`src/rtl/assert_macros.svh`:
```
// Assertion helpers shared by the RTL. Simulation sees real checks;
// synthesis sees empty macros.
`ifndef ASSERT_MACROS_SVH
`define ASSERT_MACROS_SVH

`ifndef SYNTHESIS

// Same-cycle implication, disabled while reset is asserted.
`define ASSERT_IMPLIES(lbl, clk, rst_n, ant, cons, msg) \
    lbl: assert property (@(posedge clk) disable iff (!rst_n) (ant) |-> (cons)) \
        else $error(msg);

// Next-cycle implication, disabled while reset is asserted.
`define ASSERT_NEXT(lbl, clk, rst_n, ant, cons, msg) \
    lbl: assert property (@(posedge clk) disable iff (!rst_n) (ant) |=> (cons)) \
        else $error(msg);

`else

`define ASSERT_IMPLIES(lbl, clk, rst_n, ant, cons, msg)
`define ASSERT_NEXT(lbl, clk, rst_n, ant, cons, msg)

`endif

`endif

```
`src/rtl/rfb_pkg.sv`:
```
`timescale 1ns / 1ps

package rfb_pkg;

    localparam int unsigned SCREEN_WIDTH  = 480;
    localparam int unsigned SCREEN_HEIGHT = 272;

    localparam int unsigned ADDR_W  = 17;
    localparam int unsigned CNT_W   = 9;
    localparam int unsigned PIX_W   = 16;
    localparam int unsigned MODE_W  = 2;
    localparam int unsigned INDEX_W = 3;
    localparam int unsigned PROD_W  = 18;

    typedef enum logic [MODE_W-1:0] {
        MODE_FILL  = 2'd0,
        MODE_COPY  = 2'd1,
        MODE_KEYED = 2'd2
    } mode_t;

    typedef enum logic [INDEX_W-1:0] {
        REG_MODE        = 3'd0,
        REG_FILL_COLOR  = 3'd1,
        REG_KEY_COLOR   = 3'd2,
        REG_ORIGIN_X    = 3'd3,
        REG_ORIGIN_Y    = 3'd4,
        REG_RECT_WIDTH  = 3'd5,
        REG_RECT_HEIGHT = 3'd6
    } reg_idx_t;

    typedef struct packed {
        mode_t              mode;
        logic [PIX_W-1:0]   fill_color;
        logic [PIX_W-1:0]   key_color;
        logic [CNT_W-1:0]   rect_width;
        logic [CNT_W-1:0]   rect_height;
        logic [ADDR_W-1:0]  origin_addr;
        logic               oob;
    } cfg_t;

    typedef struct packed {
        logic               write_enable;
        logic [ADDR_W-1:0]  write_address;
        logic [PIX_W-1:0]   write_data;
        logic               last;
        logic               out_of_bounds;
    } result_t;

endpackage

```
`src/rtl/rect_fill_blit_color_key.sv`:
```
`timescale 1ns / 1ps
// Channel   Direction  Handshake            Payload
// cfg       in         cfg_valid/cfg_ready  cfg_index, cfg_data
// pixel in  in         in_valid/in_stall    source_pixel, restart
// write out out        out_valid/out_stall  write_enable, write_address,
//                                           write_data, last, out_of_bounds
//
// A new pixel transfer is taken every cycle while in_stall is low. The
// result appears in the output register in the cycle after its input transfer.
// Reset (rst_n low, asynchronous) clears registers, position and output valid.
// in_stall is high only while a result is held and out_stall is high.

module rect_fill_blit_color_key
    import rfb_pkg::*;
(
    input  logic                clk,
    input  logic                rst_n,

    input  logic                cfg_valid,
    output logic                cfg_ready,
    input  logic [INDEX_W-1:0]  cfg_index,
    input  logic [PIX_W-1:0]    cfg_data,

    input  logic                in_valid,
    output logic                in_stall,
    input  logic [PIX_W-1:0]    source_pixel,
    input  logic                restart,

    output logic                out_valid,
    input  logic                out_stall,
    output logic                write_enable,
    output logic [ADDR_W-1:0]   write_address,
    output logic [PIX_W-1:0]    write_data,
    output logic                last,
    output logic                out_of_bounds
);

`include "assert_macros.svh"

    cfg_t    cfg;
    result_t result;
    result_t result_reg;
    logic    out_valid_reg, out_valid_next;
    logic    accept;

    // Registers are always writable; software must write only while idle, which the block does not enforce.
    assign cfg_ready = 1'b1;

    rfb_cfg u_cfg
    (
        .clk      (clk),
        .rst_n    (rst_n),
        .wr_en    (cfg_valid && cfg_ready),
        .wr_index (cfg_index),
        .wr_data  (cfg_data),
        .cfg      (cfg)
    );

    // The output register parts the two sides: a held result stalls the input
    // only when the downstream side is also stalling.
    assign in_stall = out_valid_reg && out_stall;
    assign accept   = in_valid && !in_stall;

    rfb_walk u_walk
    (
        .clk          (clk),
        .rst_n        (rst_n),
        .cfg          (cfg),
        .advance      (accept),
        .source_pixel (source_pixel),
        .restart      (restart),
        .result       (result)
    );

    always_comb
    begin
        if (accept)
        begin
            out_valid_next = 1'b1;
        end
        else
        begin
            out_valid_next = out_valid_reg && out_stall;
        end
    end

    always_ff @(posedge clk or negedge rst_n)
    begin
        if (!rst_n)
        begin
            out_valid_reg <= 1'b0;
        end
        else
        begin
            out_valid_reg <= out_valid_next;
        end
    end

    // Payload needs no reset; it is qualified by out_valid.
    always_ff @(posedge clk)
    begin
        if (accept)
        begin
            result_reg <= result;
        end
    end

    assign out_valid     = out_valid_reg;
    assign write_enable  = result_reg.write_enable;
    assign write_address = result_reg.write_address;
    assign write_data    = result_reg.write_data;
    assign last          = result_reg.last;
    assign out_of_bounds = result_reg.out_of_bounds;

    // A write is never issued for a rectangle that leaves the screen.
    `ASSERT_IMPLIES(a_no_oob_write, clk, rst_n, out_valid && write_enable, !out_of_bounds, "write issued while out of bounds")
    // Without a write, address and data read as zero.
    `ASSERT_IMPLIES(a_idle_zero, clk, rst_n, out_valid && !write_enable, (write_address == '0) && (write_data == '0), "nonzero address or data without write")
    // Every accepted pixel shows up in the output register on the next cycle.
    `ASSERT_NEXT(a_accept_out, clk, rst_n, in_valid && !in_stall, out_valid, "accepted pixel produced no result")
    // A result held under downstream stall must block new input.
    `ASSERT_IMPLIES(a_backpressure, clk, rst_n, out_valid && out_stall, in_stall, "input not stalled while result held")

endmodule

```
`src/rtl/rfb_cfg.sv`:
```
`timescale 1ns / 1ps

module rfb_cfg
    import rfb_pkg::*;
(
    input  logic                clk,
    input  logic                rst_n,
    input  logic                wr_en,
    input  logic [INDEX_W-1:0]  wr_index,
    input  logic [PIX_W-1:0]    wr_data,
    output cfg_t                cfg
);

    mode_t             mode_reg;
    logic [PIX_W-1:0]  fill_color_reg;
    logic [PIX_W-1:0]  key_color_reg;
    logic [CNT_W-1:0]  origin_x_reg;
    logic [CNT_W-1:0]  origin_y_reg;
    logic [CNT_W-1:0]  rect_width_reg;
    logic [CNT_W-1:0]  rect_height_reg;

    logic [CNT_W:0]    x_end;
    logic [CNT_W:0]    y_end;
    logic [PROD_W-1:0] origin_prod;

    always_ff @(posedge clk or negedge rst_n)
    begin
        if (!rst_n)
        begin
            mode_reg        <= MODE_FILL;
            fill_color_reg  <= '0;
            key_color_reg   <= '0;
            origin_x_reg    <= '0;
            origin_y_reg    <= '0;
            rect_width_reg  <= '0;
            rect_height_reg <= '0;
        end
        else if (wr_en)
        begin
            unique case (reg_idx_t'(wr_index))
                REG_MODE:        mode_reg        <= mode_t'(wr_data[MODE_W-1:0]);
                REG_FILL_COLOR:  fill_color_reg  <= wr_data;
                REG_KEY_COLOR:   key_color_reg   <= wr_data;
                REG_ORIGIN_X:    origin_x_reg    <= wr_data[CNT_W-1:0];
                REG_ORIGIN_Y:    origin_y_reg    <= wr_data[CNT_W-1:0];
                REG_RECT_WIDTH:  rect_width_reg  <= wr_data[CNT_W-1:0];
                REG_RECT_HEIGHT: rect_height_reg <= wr_data[CNT_W-1:0];
                default:         ;
            endcase
        end
    end

    // Bounds check and the frame buffer index of the top left corner.
    assign x_end = {1'b0, origin_x_reg} + {1'b0, rect_width_reg};
    assign y_end = {1'b0, origin_y_reg} + {1'b0, rect_height_reg};
    assign origin_prod = PROD_W'(origin_y_reg) * PROD_W'(SCREEN_WIDTH)
                       + PROD_W'(origin_x_reg);

    always_comb
    begin
        cfg.mode        = mode_reg;
        cfg.fill_color  = fill_color_reg;
        cfg.key_color   = key_color_reg;
        cfg.rect_width  = rect_width_reg;
        cfg.rect_height = rect_height_reg;
        cfg.origin_addr = origin_prod[ADDR_W-1:0];
        cfg.oob         = (x_end > (CNT_W+1)'(SCREEN_WIDTH))
                       || (y_end > (CNT_W+1)'(SCREEN_HEIGHT));
    end

endmodule

```
`src/rtl/rfb_walk.sv`:
```
`timescale 1ns / 1ps

module rfb_walk
    import rfb_pkg::*;
(
    input  logic              clk,
    input  logic              rst_n,
    input  cfg_t              cfg,
    input  logic              advance,
    input  logic [PIX_W-1:0]  source_pixel,
    input  logic              restart,
    output result_t           result
);

    logic [CNT_W-1:0]  column_count_reg, column_count_next;
    logic [CNT_W-1:0]  row_count_reg, row_count_next;
    logic [ADDR_W-1:0] row_base_reg, row_base_next;

    logic [CNT_W-1:0]  col_eff;
    logic [CNT_W-1:0]  row_eff;
    logic [ADDR_W-1:0] base_eff;
    logic              empty;
    logic              row_end;
    logic              last_row;
    logic              last;
    logic              we;
    logic [PIX_W-1:0]  pix;

    // A restart moves the position to the origin before this pixel is used.
    assign col_eff  = restart ? '0 : column_count_reg;
    assign row_eff  = restart ? '0 : row_count_reg;
    assign base_eff = restart ? cfg.origin_addr : row_base_reg;

    assign empty    = (cfg.rect_width == '0) || (cfg.rect_height == '0);
    assign row_end  = ({1'b0, col_eff} + 1'b1) >= {1'b0, cfg.rect_width};
    assign last_row = ({1'b0, row_eff} + 1'b1) >= {1'b0, cfg.rect_height};
    assign last     = empty || (row_end && last_row);

    always_comb
    begin
        we  = 1'b0;
        pix = '0;
        unique case (cfg.mode)
            MODE_FILL:
            begin
                we  = 1'b1;
                pix = cfg.fill_color;
            end
            MODE_COPY:
            begin
                we  = 1'b1;
                pix = source_pixel;
            end
            MODE_KEYED:
            begin
                we  = (source_pixel != cfg.key_color);
                pix = {source_pixel[7:0], source_pixel[15:8]};
            end
            default:
            begin
                we  = 1'b0;
                pix = '0;
            end
        endcase
        if (empty || cfg.oob)
        begin
            we = 1'b0;
        end

        result.write_enable  = we;
        result.write_address = we ? (base_eff + ADDR_W'(col_eff)) : '0;
        result.write_data    = we ? pix : '0;
        result.last          = last;
        result.out_of_bounds = cfg.oob;
    end

    always_comb
    begin
        priority if (last)
        begin
            column_count_next = '0;
            row_count_next    = '0;
            row_base_next     = cfg.origin_addr;
        end
        else if (row_end)
        begin
            column_count_next = '0;
            row_count_next    = row_eff + 1'b1;
            row_base_next     = base_eff + ADDR_W'(SCREEN_WIDTH);
        end
        else
        begin
            column_count_next = col_eff + 1'b1;
            row_count_next    = row_eff;
            row_base_next     = base_eff;
        end
    end

    always_ff @(posedge clk or negedge rst_n)
    begin
        if (!rst_n)
        begin
            column_count_reg <= '0;
            row_count_reg    <= '0;
            row_base_reg     <= '0;
        end
        else if (advance)
        begin
            column_count_reg <= column_count_next;
            row_count_reg    <= row_count_next;
            row_base_reg     <= row_base_next;
        end
    end

endmodule
```
`config.mk`:
```
export PLATFORM = sky130hd
export DESIGN_NAME = rect_fill_blit_color_key
export DESIGN_NICKNAME = d
export VERILOG_FILES = /design/src/rtl/rfb_pkg.sv /design/src/rtl/rect_fill_blit_color_key.sv /design/src/rtl/rfb_cfg.sv /design/src/rtl/rfb_walk.sv
export VERILOG_INCLUDE_DIRS = /design/src /design/src/rtl
export SDC_FILE = /design/constraint.sdc
export NUM_CORES = 1
export LEC_CHECK = 0
export BUFFER_PORTS_ARGS = -buffer_cell sky130_fd_sc_hd__buf_2
export CORE_MARGIN = 1
export CORE_UTILIZATION = 40
export DETAILED_ROUTE_END_ITERATION = 6
export GPL_ROUTABILITY_DRIVEN = 0
export PLACE_DENSITY = 0.65
export SLEW_MARGIN = 0
export SYNTH_ARGS = -nofsm -noshare
export SYNTH_HDL_FRONTEND = slang
export SYNTH_SLANG_ARGS = --single-unit
```
`constraint.sdc`:
```
create_clock -name clk -period 5.3 [get_ports clk]
set_clock_uncertainty 0.05 [all_clocks]
set_input_delay 0.795 -clock clk [delete_from_list [all_inputs] [get_ports clk]]
set_output_delay 0.795 -clock clk [all_outputs]
set_load 0.005 [all_outputs]
```
* Word level (Yosys, flattened, before mapping) *
Index checks and enable logic that the tools add are counted.

operators by class
  multipliers = 1
  eq/ne operators = 9
  magnitude comparators = 4
  muxes and demuxes = 13
  reduce and logical (&&, ||, !) cells = 20
  add/sub/neg operators = 9

operators with widths
  cell                     number
  $mux W9                  6
  $mux W17                 3
  $pmux W16 S3             1
  $add A17 B9 Y17          2
  $add A9 B1 Y10 const B   2
  $add A9 B9 Y10           2
  $ge A10 B9 Y1            2
  $gt A10 B9 Y1 const B    2
  $add A9 B1 Y9 const B    2
  $logic_not A9 Y1         2
  $add A17 B9 Y17 const B  1
  $ne A16 B16 Y1           1
  $reduce_and A2 Y1        7
  $mul A9 B4 Y12 const B   1
  $eq A3 B3 Y1 const B     3
  $eq A3 B2 Y1 const B     2
  $logic_or A1 B1 Y1       4
  $eq A3 B1 Y1 const B     1
  $logic_and A1 B1 Y1      3
  $logic_not A3 Y1         1
  $eq A2 B1 Y1 const B     1
  $eq A2 B2 Y1 const B     1
  $logic_not A2 Y1         1
  $mux W1                  2
  other kinds (3)          3

storage, ports and cells
  output and inout port bits = 39
  flip-flop bits (word level) = 142
  logic and storage cells = 72
  bits of input ports = 41

* Logic depth before layout (Yosys ltp) *
Gate-level depths: netlist of the first run.

  depth in word-level cells = 6
  gate-level depth with buffers = 21
  gate-level depth less buffers = 18

* By module *
A second synthesis of the first run with hierarchy kept.

second synthesis, totals
  cells, all modules = 982
  area, all modules = 9929.5 um^2

modules (own cells, without submodules)
  module                    seq. area each (um^2)  cells an instance  times used  area each (um^2)
  rfb_cfg                   1751.7                 385                1           4503.1
  rfb_walk                  875.8                  555                1           4284.1
  rect_fill_blit_color_key  1106.1                 42                 1           1142.3

* Worst setup path after synthesis of the first run *
Ideal clock, no wire load.

  path type = input -> register
  from = input restart
  to = register result_reg, in the netlist write_address[16], data pin
  cell stages on the path = 18
  setup time = 0.279 ns
  path buffers = 5
  data arrival time = 4.929 ns
  slack = 0.042 ns
  data required time = 4.971 ns
  cells stage by stage = buf_2 -> clkbuf_1 -> clkbuf_1 -> buf_1 -> clkbuf_1 -> mux2_2 -> ha_1 -> inv_1 -> fa_1 -> nor2b_1 -> o21ai_0 -> a21boi_0 -> o21a_1 -> o21ai_0 -> a2111oi_0 -> nand2_1 -> nor4bb_1 -> nor4_1

on the way
  word-level cells in the longest chain between the ends = 2
  elaborated cells on any way between the ends = 3
  classes of those cells = add/sub: 1; mux: 2

ends and longest elaborated chain
  what                                        line                             RTL
  start, declared                             rect_fill_blit_color_key.sv:27   input logic restart,
  $mux W17 / $mux W9 (equally long branches)  rfb_walk.sv:32, rfb_walk.sv:30
  $add A17 B9 Y17 *                           rfb_walk.sv:71                   result.write_address = we ? (base_eff + ADDR_W'(col_eff)) : '0;
  end signal, assigned                        rect_fill_blit_color_key.sv:104  result_reg <= result;
  end, declared                               rect_fill_blit_color_key.sv:42   result_t result_reg;

Mark *: on every way between the ends. The rest lies on a longest branch, timed or not.
A chain may end at the register's enable or synchronous reset.

* Worst setup path after layout of the first run *
  from = register u_cfg.origin_y_reg[0]
  to = register result_reg, in the netlist write_address[16], data pin

on the way
  word-level cells in the longest chain between the ends = 5
  elaborated cells on any way between the ends = 9
  classes of those cells = add/sub: 3; mul: 1; order compare: 1; mux: 2; reduce/logical: 2

ends and longest elaborated chain
  what                                                                     line           RTL
  start, declared                                                          rfb_cfg.sv:18  logic [CNT_W-1:0] origin_y_reg;
  start signal, assigned                                                   rfb_cfg.sv:45  REG_ORIGIN_Y: origin_y_reg <= wr_data[CNT_W-1:0];
  parallel branches: the longest is 5 deep, another holds $add A17 B9 Y17  --

Several ways; the timed one is not identified.

==> metrics.md, run 1 <==
| Metric | Value |
|---|---|
| Drt pass-1 iters | `5` |
| Total power | `6.37 mW` |
| Area post-placement | `10600 um^2` |
| FF+latch count, synth | `142` |
| Setup TNS | `0 ps` |
| Non-filler cells, final | `1384` |
| Fin crit period | `4880 ps` |
| Startpoint Class | `flop` |
| Compound-Gate Fraction of Synth Area | `14.5%` |
| Residual DRC | `0` |
| Share of layout cells above drive strength 1 | `21.1%` |
| Min Hold Slack | `423 ps` |
| Post-Route WL | `22600 um` |
| Clock transition at the registers of the reported paths | `60 ps` |
| Reg area | `3730 um^2` |
| CORE AREA | `23800 um^2` |
| Max frequency | `205 MHz` |
| Cell Int Power | `3.60 mW` |
| Post-CTS setup buffers | `0` |
| Initial antenna violation count | `0` |
| Post-route ant nets | `0` |
| Die X | `158 um` |
| Largest family of logic cells by synthesized area | `simple AND/OR/NAND/NOR gates` |
| Area delta synth->final | `14.1%` |
| Final WS setup | `423 ps` |
| N_diodes | `0` |
| DR vias/cell | `5.38` |
| Final net count | `1178` |
| Die footprint | `25100 um^2` |
| Count of different cell masters after synthesis | `77` |
| GRT Total Usage | `19.1%` |
| Max-capacitance violation count | `0` |
| Syn_nets | `1098` |
| Post-route cell area | `11200 um^2` |
| Met3 usage | `2.99%` |
| Least-Margin Pin Slew | `1120 ps` |
| Worst vdd rail ir drop | `374 uV` |
| Met2 global-route usage | `30.4%` |
| I/O Buffers | `78` |
| Clock share of power | `18.6%` |
| Fillers | `2184` |
| DIE HEIGHT | `158 um` |
| Leakage | `5.01 nW` |
| RSZ-0062 raised after global routing | `false` |
| CTS tree | `yes` |
| Global routing's busiest layer | `met2` |
| Top cells by area, synth | `dfrtp_1 27%, edfxtp_1 11%, ha_1 8.4%` |
| Largest net degree at the start of global routing | `70` |
| Status | `completed` |
| H-tree depth | `4` |
| Async SR Flop Fraction | `74.6%` |
| PD cells | `571 nW/um^2` |
| DR vias | `7450` |
| CTS Buf Count | `17` |
| Post-synth top area cell | `dfrtp_1` |
| Std-Cell Rows | `56` |
| Main flop type after synthesis | `dfrtp_1` |
| Gate count of the mapped netlist | `972` |
| Simple-Gate Fraction of Synth Area | `14.6%` |
| Setup violators final | `0` |
| Crit Path Max Fanout | `5` |
| Top-area cell type share of the netlist area | `27.1%` |
| Net switching power figure | `2.77 mW` |
| Core Util, Final | `47.0%` |
| I/O pin total | `80` |
| CTS Sinks | `142` |
| Switching Fraction | `43.4%` |
| Comb pwr share | `56.4%` |
| Sequential fraction of the synthesis area | `38.2%` |
| Final Hold Vio Count | `0` |
| Grt total ovfl | `0` |
| Initial core utilization | `41.2%` |
| Mux cell area share after synthesis | `10.4%` |
| Post-synth EDFFs | `36` |
| CTS Hold Bufs | `0` |
| Multi-input gate area | `5640 um^2` |
| Reg power frac | `25.0%` |
| Adder-cell area share of the yosys netlist | `12.3%` |
| Crit path required time | `5400 ps` |
| Initial drt markers | `346` |
| CTS max path bufs | `2` |
| CP Class | `flop to flop` |
| Crit share post-route | `92.0%` |
| GR Util met1 | `26.6%` |
| WL/cell | `16.4 um` |
| YS warnings | `0` |
| Clock Tree Root | `clkbuf_16` |
| Clk_lat worst skew | `430 ps` |
| Final count of pins violating max slew | `0` |
| Worst Setup End Kind | `flop` |
| Cell Area, Synth | `9780 um^2` |
| Vias in the first global route | `7065` |
| First-pass GRT wire length | `37100 um` |
| Post-CTS Resized | `0` |
| Mean Syn Cell Area | `10.1 um^2` |
| Placed cells | `1352` |
| Arr. time, crit path | `4980 ps` |
| Worst Hold Class | `flop to flop` |
| Xor/xnor share of the synthesized area | `5.63%` |
| Post-DP HPWL | `16900 um` |
| Place WS | `415 ps` |
| Slew headroom | `25.0%` |
-- final timing paths --
| kind | from | to | slack, ps | depth (start not counted) |
|---|---|---|---|---|
| max | u_cfg.origin_y_reg[0]$_DFFE_PN0P_ | write_address[16]$_SDFFCE_PN0P_ | 420 | 16 |
| min | u_walk.row_base_reg[8]$_DFFE_PN0P_ | u_walk.row_base_reg[8]$_DFFE_PN0P_ | 420 | 2 |
| max reg2reg | u_cfg.origin_y_reg[0]$_DFFE_PN0P_ | write_address[16]$_SDFFCE_PN0P_ | 420 | 16 |
| min reg2reg | u_walk.row_base_reg[8]$_DFFE_PN0P_ | u_walk.row_base_reg[8]$_DFFE_PN0P_ | 420 | 2 |
| max in group asynchronous | rst_n | u_cfg.key_color_reg[8]$_DFFE_PN0P_ | 3680 | 2 |
| min in group asynchronous | rst_n | u_walk.row_base_reg[0]$_DFFE_PN0P_ | 460 | 1 |
-- area by class of cell --
class                           instances  area share [%]
Sequential cell                       142            33.5
Timing Repair Buffer                   98            4.87
Multi-Input combinational cell        720            50.5
Inverter                               73            2.46
Tap cell                              319            3.58
Clock inverter                         15            1.33
Clock buffer                           17            3.81
-- per-layer routing --
metal  routed length [um]  vias up  share of wire [%]
li1                     -     3686                  -
met1                11000     3623                 49
met2                10700      117                 47
met3                  559       24                2.5
met4                  371        0                1.6
met5                    0        -                  0
-- kinds of logic after synthesis --
kind of cell	after synthesis
flip-flops	142
multiplexers	93
AO/OA/AOI/OAI	206
AND/OR/NAND/NOR	273
XOR/XNOR	62
other	1
buffers and inverters	110
adder cells (fa/ha/maj)	85
-- Yosys cell counts (6+ instances only) --
master / count
a2111oi_0: 6
a211oi_1: 9
a21o_1: 11
a21oi_1: 44
a22o_1: 12
a31o_2: 6
a31oi_1: 7
and2_1: 6
and3_1: 11
clkbuf_1: 31
dfrtp_1: 106
edfxtp_1: 36
fa_1: 19
ha_1: 66
inv_1: 73
mux2_2: 71
mux2i_1: 22
nand2_1: 53
nand2b_1: 10
nand3_1: 20
nand4_1: 8
nor2_1: 59
nor2b_1: 23
nor3_1: 44
nor4_1: 10
o21a_1: 11
o21ai_0: 46
xnor2_1: 39
xor2_1: 22
-- power by group through the flow --
stage	clock, mW	sequential [mW]	combinational [mW]
after floorplan	0	1.55	2.83
after global placement	0	1.60	3.51
after detailed placement	0	1.61	3.57
after CTS	1.20	1.59	3.59
after global routing	1.26	1.63	4.05
final	1.19	1.59	3.59
-- cells in the final DEF, fill, tap and decap left out, types with 11 or more instances in the layout --
cell type and n:
a21o_1 11, a21oi_1 44, a22o_1 12, and3_1 11
buf_2 77, buf_4 21, clkbuf_16 17, dfrtp_1 106
edfxtp_1 36, fa_1 19, ha_1 66, inv_1 72
mux2_2 71, mux2i_1 22, nand2_1 53, nand3_1 20
nor2_1 59, nor2b_1 23, nor3_1 43, o21a_1 11
o21ai_0 46, xnor2_1 39, xor2_1 22
-- worst max-delay path, stage by stage, from the launching register on --
cell and delay [ps]:
dfrtp_1 440, fa_1 540, fa_1 520, inv_1 60
fa_1 490, inv_1 40, ha_1 300, a211o_1 300
a31oi_1 340, inv_1 110, ha_1 360, nor2_1 50
a2111oi_0 370, buf_4 200, nand2_1 80, nor4bb_1 280
nor4_1 80
Power figures use the tool's default switching activity.
==> run 2: changes to the inputs <==
Settings changed: REMOVE_ABC_BUFFERS from default to 1.
==> metrics.md, run 2 (synthesis results as in run 1) <==
| Metric | Value |
|---|---|
| Worst vdd rail ir drop | `342 uV` |
| Post-route ant nets | `0` |
| Die footprint | `25100 um^2` |
| Initial drt markers | `398` |
| Post-CTS setup buffers | `0` |
| Share of layout cells above drive strength 1 | `21.4%` |
| Max frequency | `206 MHz` |
| Fillers | `2187` |
| Final Hold Vio Count | `0` |
| DRT met1 WL | `10800 um` |
| DIE HEIGHT | `158 um` |
| I/O Buffers | `78` |
| CORE AREA | `23800 um^2` |
| PD cells | `571 nW/um^2` |
| WL/cell | `16.5 um` |
| Fin crit period | `4850 ps` |
| Post-Route WL | `22900 um` |
| Area delta synth->final | `14.8%` |
| Arr. time, crit path | `4980 ps` |
| CTS max path bufs | `2` |
| Wire length on met2 | `10800 um` |
| Setup TNS | `0 ps` |
| DR vias/cell | `5.42` |
| Initial core utilization | `41.2%` |
| Least-Margin Pin Slew | `1040 ps` |
| GRT Total Usage | `19.4%` |
| Crit share post-route | `91.5%` |
| Vias in the first global route | `7459` |
| First-pass GRT wire length | `37900 um` |
| Area post-placement | `10600 um^2` |
| Met3 Routed Length | `947 um` |
| Top sig layer | `met5` |
| Status | `completed` |
| Residual DRC | `0` |
| Leakage | `5.04 nW` |
| RSZ-0062 raised after global routing | `false` |
| Clock Tree Root | `clkbuf_16` |
| H-tree depth | `4` |
| Die X | `158 um` |
| Post-route cell area | `11200 um^2` |
| Reg-to-Reg Start | `u_cfg.origin_y_reg[0]$_DFFE_PN0P_` |
| Crit Path Max Fanout | `5` |
| Initial antenna violation count | `1` |
| Clock transition at the registers of the reported paths | `70 ps` |
| Worst Setup End Kind | `flop` |
| Multi-input gate area | `5640 um^2` |
| CTS Hold Bufs | `0` |
| Post-CTS Resized | `0` |
| Setup violators final | `0` |
| N_diodes | `0` |
| Commonest cells after routing, fill and taps aside | `106 x dfrtp_1, 77 x buf_2, 72 x inv_1, 71 x mux2_2, 66 x ha_1` |
| Drt pass-1 iters | `5` |
| Core Util, Final | `47.3%` |
| Grt total ovfl | `0` |
| Critical Path Start | `u_cfg.origin_y_reg[0]$_DFFE_PN0P_` |
| CTS Buf Count | `17` |
| Slew headroom | `30.4%` |
| Post-DP HPWL | `16900 um` |
| Worst Hold Class | `input pin to asynchronous set/reset pin` |
| Commonest non-fill, non-tap cell in the layout | `dfrtp_1` |
| Clk_lat worst skew | `430 ps` |
| DR vias | `7528` |
| Final count of pins violating max slew | `0` |
| CTS tree | `yes` |
| Startpoint Class | `flop` |
| Crit path required time | `5430 ps` |
| I/O pin total | `80` |
| CP Class | `flop to flop` |
| Largest net degree at the start of global routing | `62` |
| Std-Cell Rows | `56` |
| Reg area | `3730 um^2` |
| CTS Sinks | `142` |
| Final net count | `1182` |
| Max-capacitance violation count | `0` |
## run 2: cell types whose count changed in the layout (fill, tap and decap cells not counted), moves of 2 or more
cell	change
buf_4	+4
clkinv_2	-2
clkinv_4	+2
clkinv_8	+5
inv_6	-5
inv_8	+3
## run 2: final cells by class
type / count / area share (%)
multi-input combinational: 720 / 50.2
clock inverter: 15 / 1.64
clock buffer: 17 / 3.79
inverter: 73 / 2.44
sequential: 142 / 33.3
timing repair buffer: 102 / 5.11
tap: 319 / 3.56
## run 2: worst max-delay path: stages, from the launching register on
cell and delay (ps):
dfrtp_1 460, fa_1 550, fa_1 520, inv_1 60, fa_1 500, inv_1 40, ha_1 300, a211o_1 310
a31oi_1 330, inv_1 110, ha_1 360, nor2_1 50, a2111oi_0 360, buf_4 200, nand2_1 80, nor4bb_1 250
nor4_1 70
## run 2: metal layers
metal | track usage [%] | vias to the layer above
li1 | - | 3689
met4 | 6.32 | 2
met2 | 31.7 | 157
met3 | 3.78 | 30
met1 | 25.8 | 3650
met5 | 0 | -
## run 2: report_power, final
part | internal (mW) | switching [mW]
combinational | 1.55 | 2.05
clock | 0.642 | 0.581
sequential | 1.40 | 0.197
total | 3.59 | 2.83
## run 2: per-stage QoR
stage               hold slack, ps  std cells  total power [mW]  setup slack (ps)
floorplan                      392        935              4.35               336
global placement               405       1356              5.11               564
detailed placement             421       1356              5.19               462
CTS                            439       1388              6.44               453
global route                   464       1388              6.94               216
finish                         406       1388              6.41               451
## run 2: path summary, 6_finish.rpt
kind	endpoint	slack (ps)	cells after the start
max	write_address[16]$_SDFFCE_PN0P_	450	16
max in group asynchronous	u_walk.row_base_reg[4]$_DFFE_PN0P_	3640	2
min reg2reg	u_walk.row_base_reg[7]$_DFFE_PN0P_	440	2
min in group clk	u_walk.row_base_reg[7]$_DFFE_PN0P_	440	2
max reg2reg	write_address[16]$_SDFFCE_PN0P_	450	16
min	u_cfg.origin_y_reg[6]$_DFFE_PN0P_	410	1
==> run 3: changes to the inputs <==
Settings changed: CORE_ASPECT_RATIO from default to 1.1.
==> metrics.md, run 3 (synthesis results as in run 1) <==
| Metric | Value |
|---|---|
| Arr. time, crit path | `5030 ps` |
| Leakage | `5.04 nW` |
| Post-Route WL | `23400 um` |
| Worst Hold Path Cells | `2` |
| Die footprint | `25100 um^2` |
| Post-CTS setup buffers | `0` |
| Slew headroom | `30.4%` |
| Reg-to-Reg Start | `u_cfg.origin_y_reg[0]$_DFFE_PN0P_` |
| Final count of pins violating max slew | `0` |
| DR vias | `7649` |
| Largest net degree at the start of global routing | `71` |
| Initial core utilization | `41.0%` |
| Worst Hold Class | `flop to flop` |
| Max frequency | `204 MHz` |
| Met2 global-route usage | `31.6%` |
| CTS Hold Bufs | `0` |
| Total power | `6.49 mW` |
| Die X | `151 um` |
| Post-route ant nets | `0` |
| Global routing's busiest layer | `met2` |
| CTS Buf Count | `17` |
| Clock share of power | `19.4%` |
| Grt total ovfl | `0` |
| First-pass GRT wire length | `38700 um` |
| Setup TNS | `0 ps` |
| CORE AREA | `23800 um^2` |
| GRT Total Usage | `19.5%` |
| Levels on crit path | `16` |
| Crit Path Max Fanout | `5` |
| CTS max path bufs | `2` |
| Initial antenna violation count | `2` |
| Critical Path Start | `u_cfg.origin_y_reg[0]$_DFFE_PN0P_` |
| Comb pwr share | `56.1%` |
| CP cell instances | `fa_1, fa_1, inv_1, fa_1, inv_1, ha_1, a211o_1, a31oi_1, inv_1, ha_1, nor2_1, a2111oi_0, buf_4, nand2_1, nor4bb_1, nor4_1` |
| Met3 usage | `3.60%` |
| Clk_lat worst skew | `440 ps` |
| Hold path start | `u_walk.row_base_reg[7]$_DFFE_PN0P_` |
| Std-Cell Rows | `59` |
| Switching Fraction | `44.6%` |
| Commonest non-fill, non-tap cell in the layout | `dfrtp_1` |
| Crit path required time | `5430 ps` |
| Vias in the first global route | `7664` |
| PD cells | `578 nW/um^2` |
| Cell Int Power | `3.60 mW` |
| DIE HEIGHT | `166 um` |
| Startpoint Class | `flop` |
| Least-Margin Pin Slew | `1040 ps` |
| Fin crit period | `4890 ps` |
| I/O pin total | `80` |
| Setup violators final | `0` |
| Residual DRC | `0` |
| WL/cell | `17.0 um` |
| Status | `completed` |
| GR Util met1 | `25.8%` |
| CTS Sinks | `142` |
| Max incr delay on CP | `550 ps` |
| Commonest cells after routing, fill and taps aside | `106 x dfrtp_1, 77 x buf_2, 72 x inv_1, 71 x mux2_2, 66 x ha_1` |
| DR vias/cell | `5.57` |
| Worst Setup End Kind | `flop` |
| Initial drt markers | `468` |
| H-tree depth | `4` |
| Drt pass-1 iters | `5` |
| I/O Buffers | `78` |
| Final net count | `1180` |
| Final Hold Vio Count | `0` |
| Crit share post-route | `92.3%` |
| Post-CTS Resized | `0` |
| Clock transition at the registers of the reported paths | `80 ps` |
| Share of layout cells above drive strength 1 | `21.3%` |
| Reg power frac | `24.5%` |
| CP max stage cell | `fa_1` |
| Area delta synth->final | `14.9%` |
| Max-capacitance violation count | `0` |
| Net switching power figure | `2.89 mW` |
| Post-DP HPWL | `16900 um` |
| RSZ-0062 raised after global routing | `false` |
| Worst vdd rail ir drop | `386 uV` |
| Worst path top cell family by delay | `adder cells` |
| Clock Tree Root | `clkbuf_16` |
| Worst R2R Path Depth | `16` |
| CP Class | `flop to flop` |
| WP buf/inv | `4` |
| CTS tree | `yes` |
==> run 3: changes by cell type in the layout (fill, tap and decap cells not counted), sizes merged <==
| cell | delta |
|---|---|
| diode | +1 |
| clkinv | +2 |
| buf | -2 |
| inv | -2 |
==> run 3: layer usage <==
metal | part of all wire, % | up-vias
li1 | - | 3701
met1 | 46 | 3712
met2 | 48 | 203
met3 | 4.4 | 31
met4 | 2.2 | 2
met5 | 0.051 | -
==> run 3: power by group through the flow <==
| stage | combinational (mW) | sequential [mW] | clock (mW) |
|---|---|---|---|
| CTS | 3.63 | 1.59 | 1.28 |
| finish | 3.64 | 1.59 | 1.26 |
| global route | 4.07 | 1.63 | 1.32 |
| detailed placement | 3.60 | 1.61 | 0 |
| global placement | 3.54 | 1.61 | 0 |
| floorplan | 2.78 | 1.56 | 0 |
==> run 3: worst reg2reg max path, cell delays in order (launching register included) <==
cell	delay, ps
dfrtp_1	460
fa_1	550
fa_1	520
inv_1	60
fa_1	500
inv_1	40
ha_1	300
a211o_1	310
a31oi_1	340
inv_1	110
ha_1	360
nor2_1	50
a2111oi_0	370
buf_4	200
nand2_1	80
nor4bb_1	270
nor4_1	70
==> run 3: cell type report <==
class,instances,area (um^2)
Timing Repair Buffer,100,571
Tap cell,305,382
Sequential cell,142,3730
Antenna cell,1,2.50
Fill cell,2253,12600
Multi-Input combinational cell,720,5640
Inverter,73,274
Clock buffer,17,425
Clock inverter,15,209
==> run 3: path summary, 6_finish.rpt <==
check	to	slack (ps)
max	write_address[16]$_SDFFCE_PN0P_	410
min	u_walk.row_base_reg[7]$_DFFE_PN0P_	430
max reg2reg	write_address[16]$_SDFFCE_PN0P_	410
min reg2reg	u_walk.row_base_reg[7]$_DFFE_PN0P_	430
max in group asynchronous	u_walk.column_count_reg[5]$_DFFE_PN0P_	3640
min in group asynchronous	u_cfg.fill_color_reg[15]$_DFFE_PN0P_	460
==> run 3: through the flow <==
| stage | instance area (um^2) | hold slack, ps | setup slack, ps | std cells | util, % |
|---|---|---|---|---|---|
| 2_1_floorplan | 9630 | 392 | 336 | 935 | - |
| 3_3_place_gp | 10600 | 407 | 468 | 1340 | 44.4 |
| 3_5_place_dp | 10600 | 420 | 385 | 1340 | 44.4 |
| 4_1_cts | 11200 | 437 | 394 | 1372 | 47.1 |
| 5_1_grt | 11200 | 458 | 109 | 1373 | 47.1 |
| 6_report | 11200 | 431 | 407 | 1373 | 47.1 |
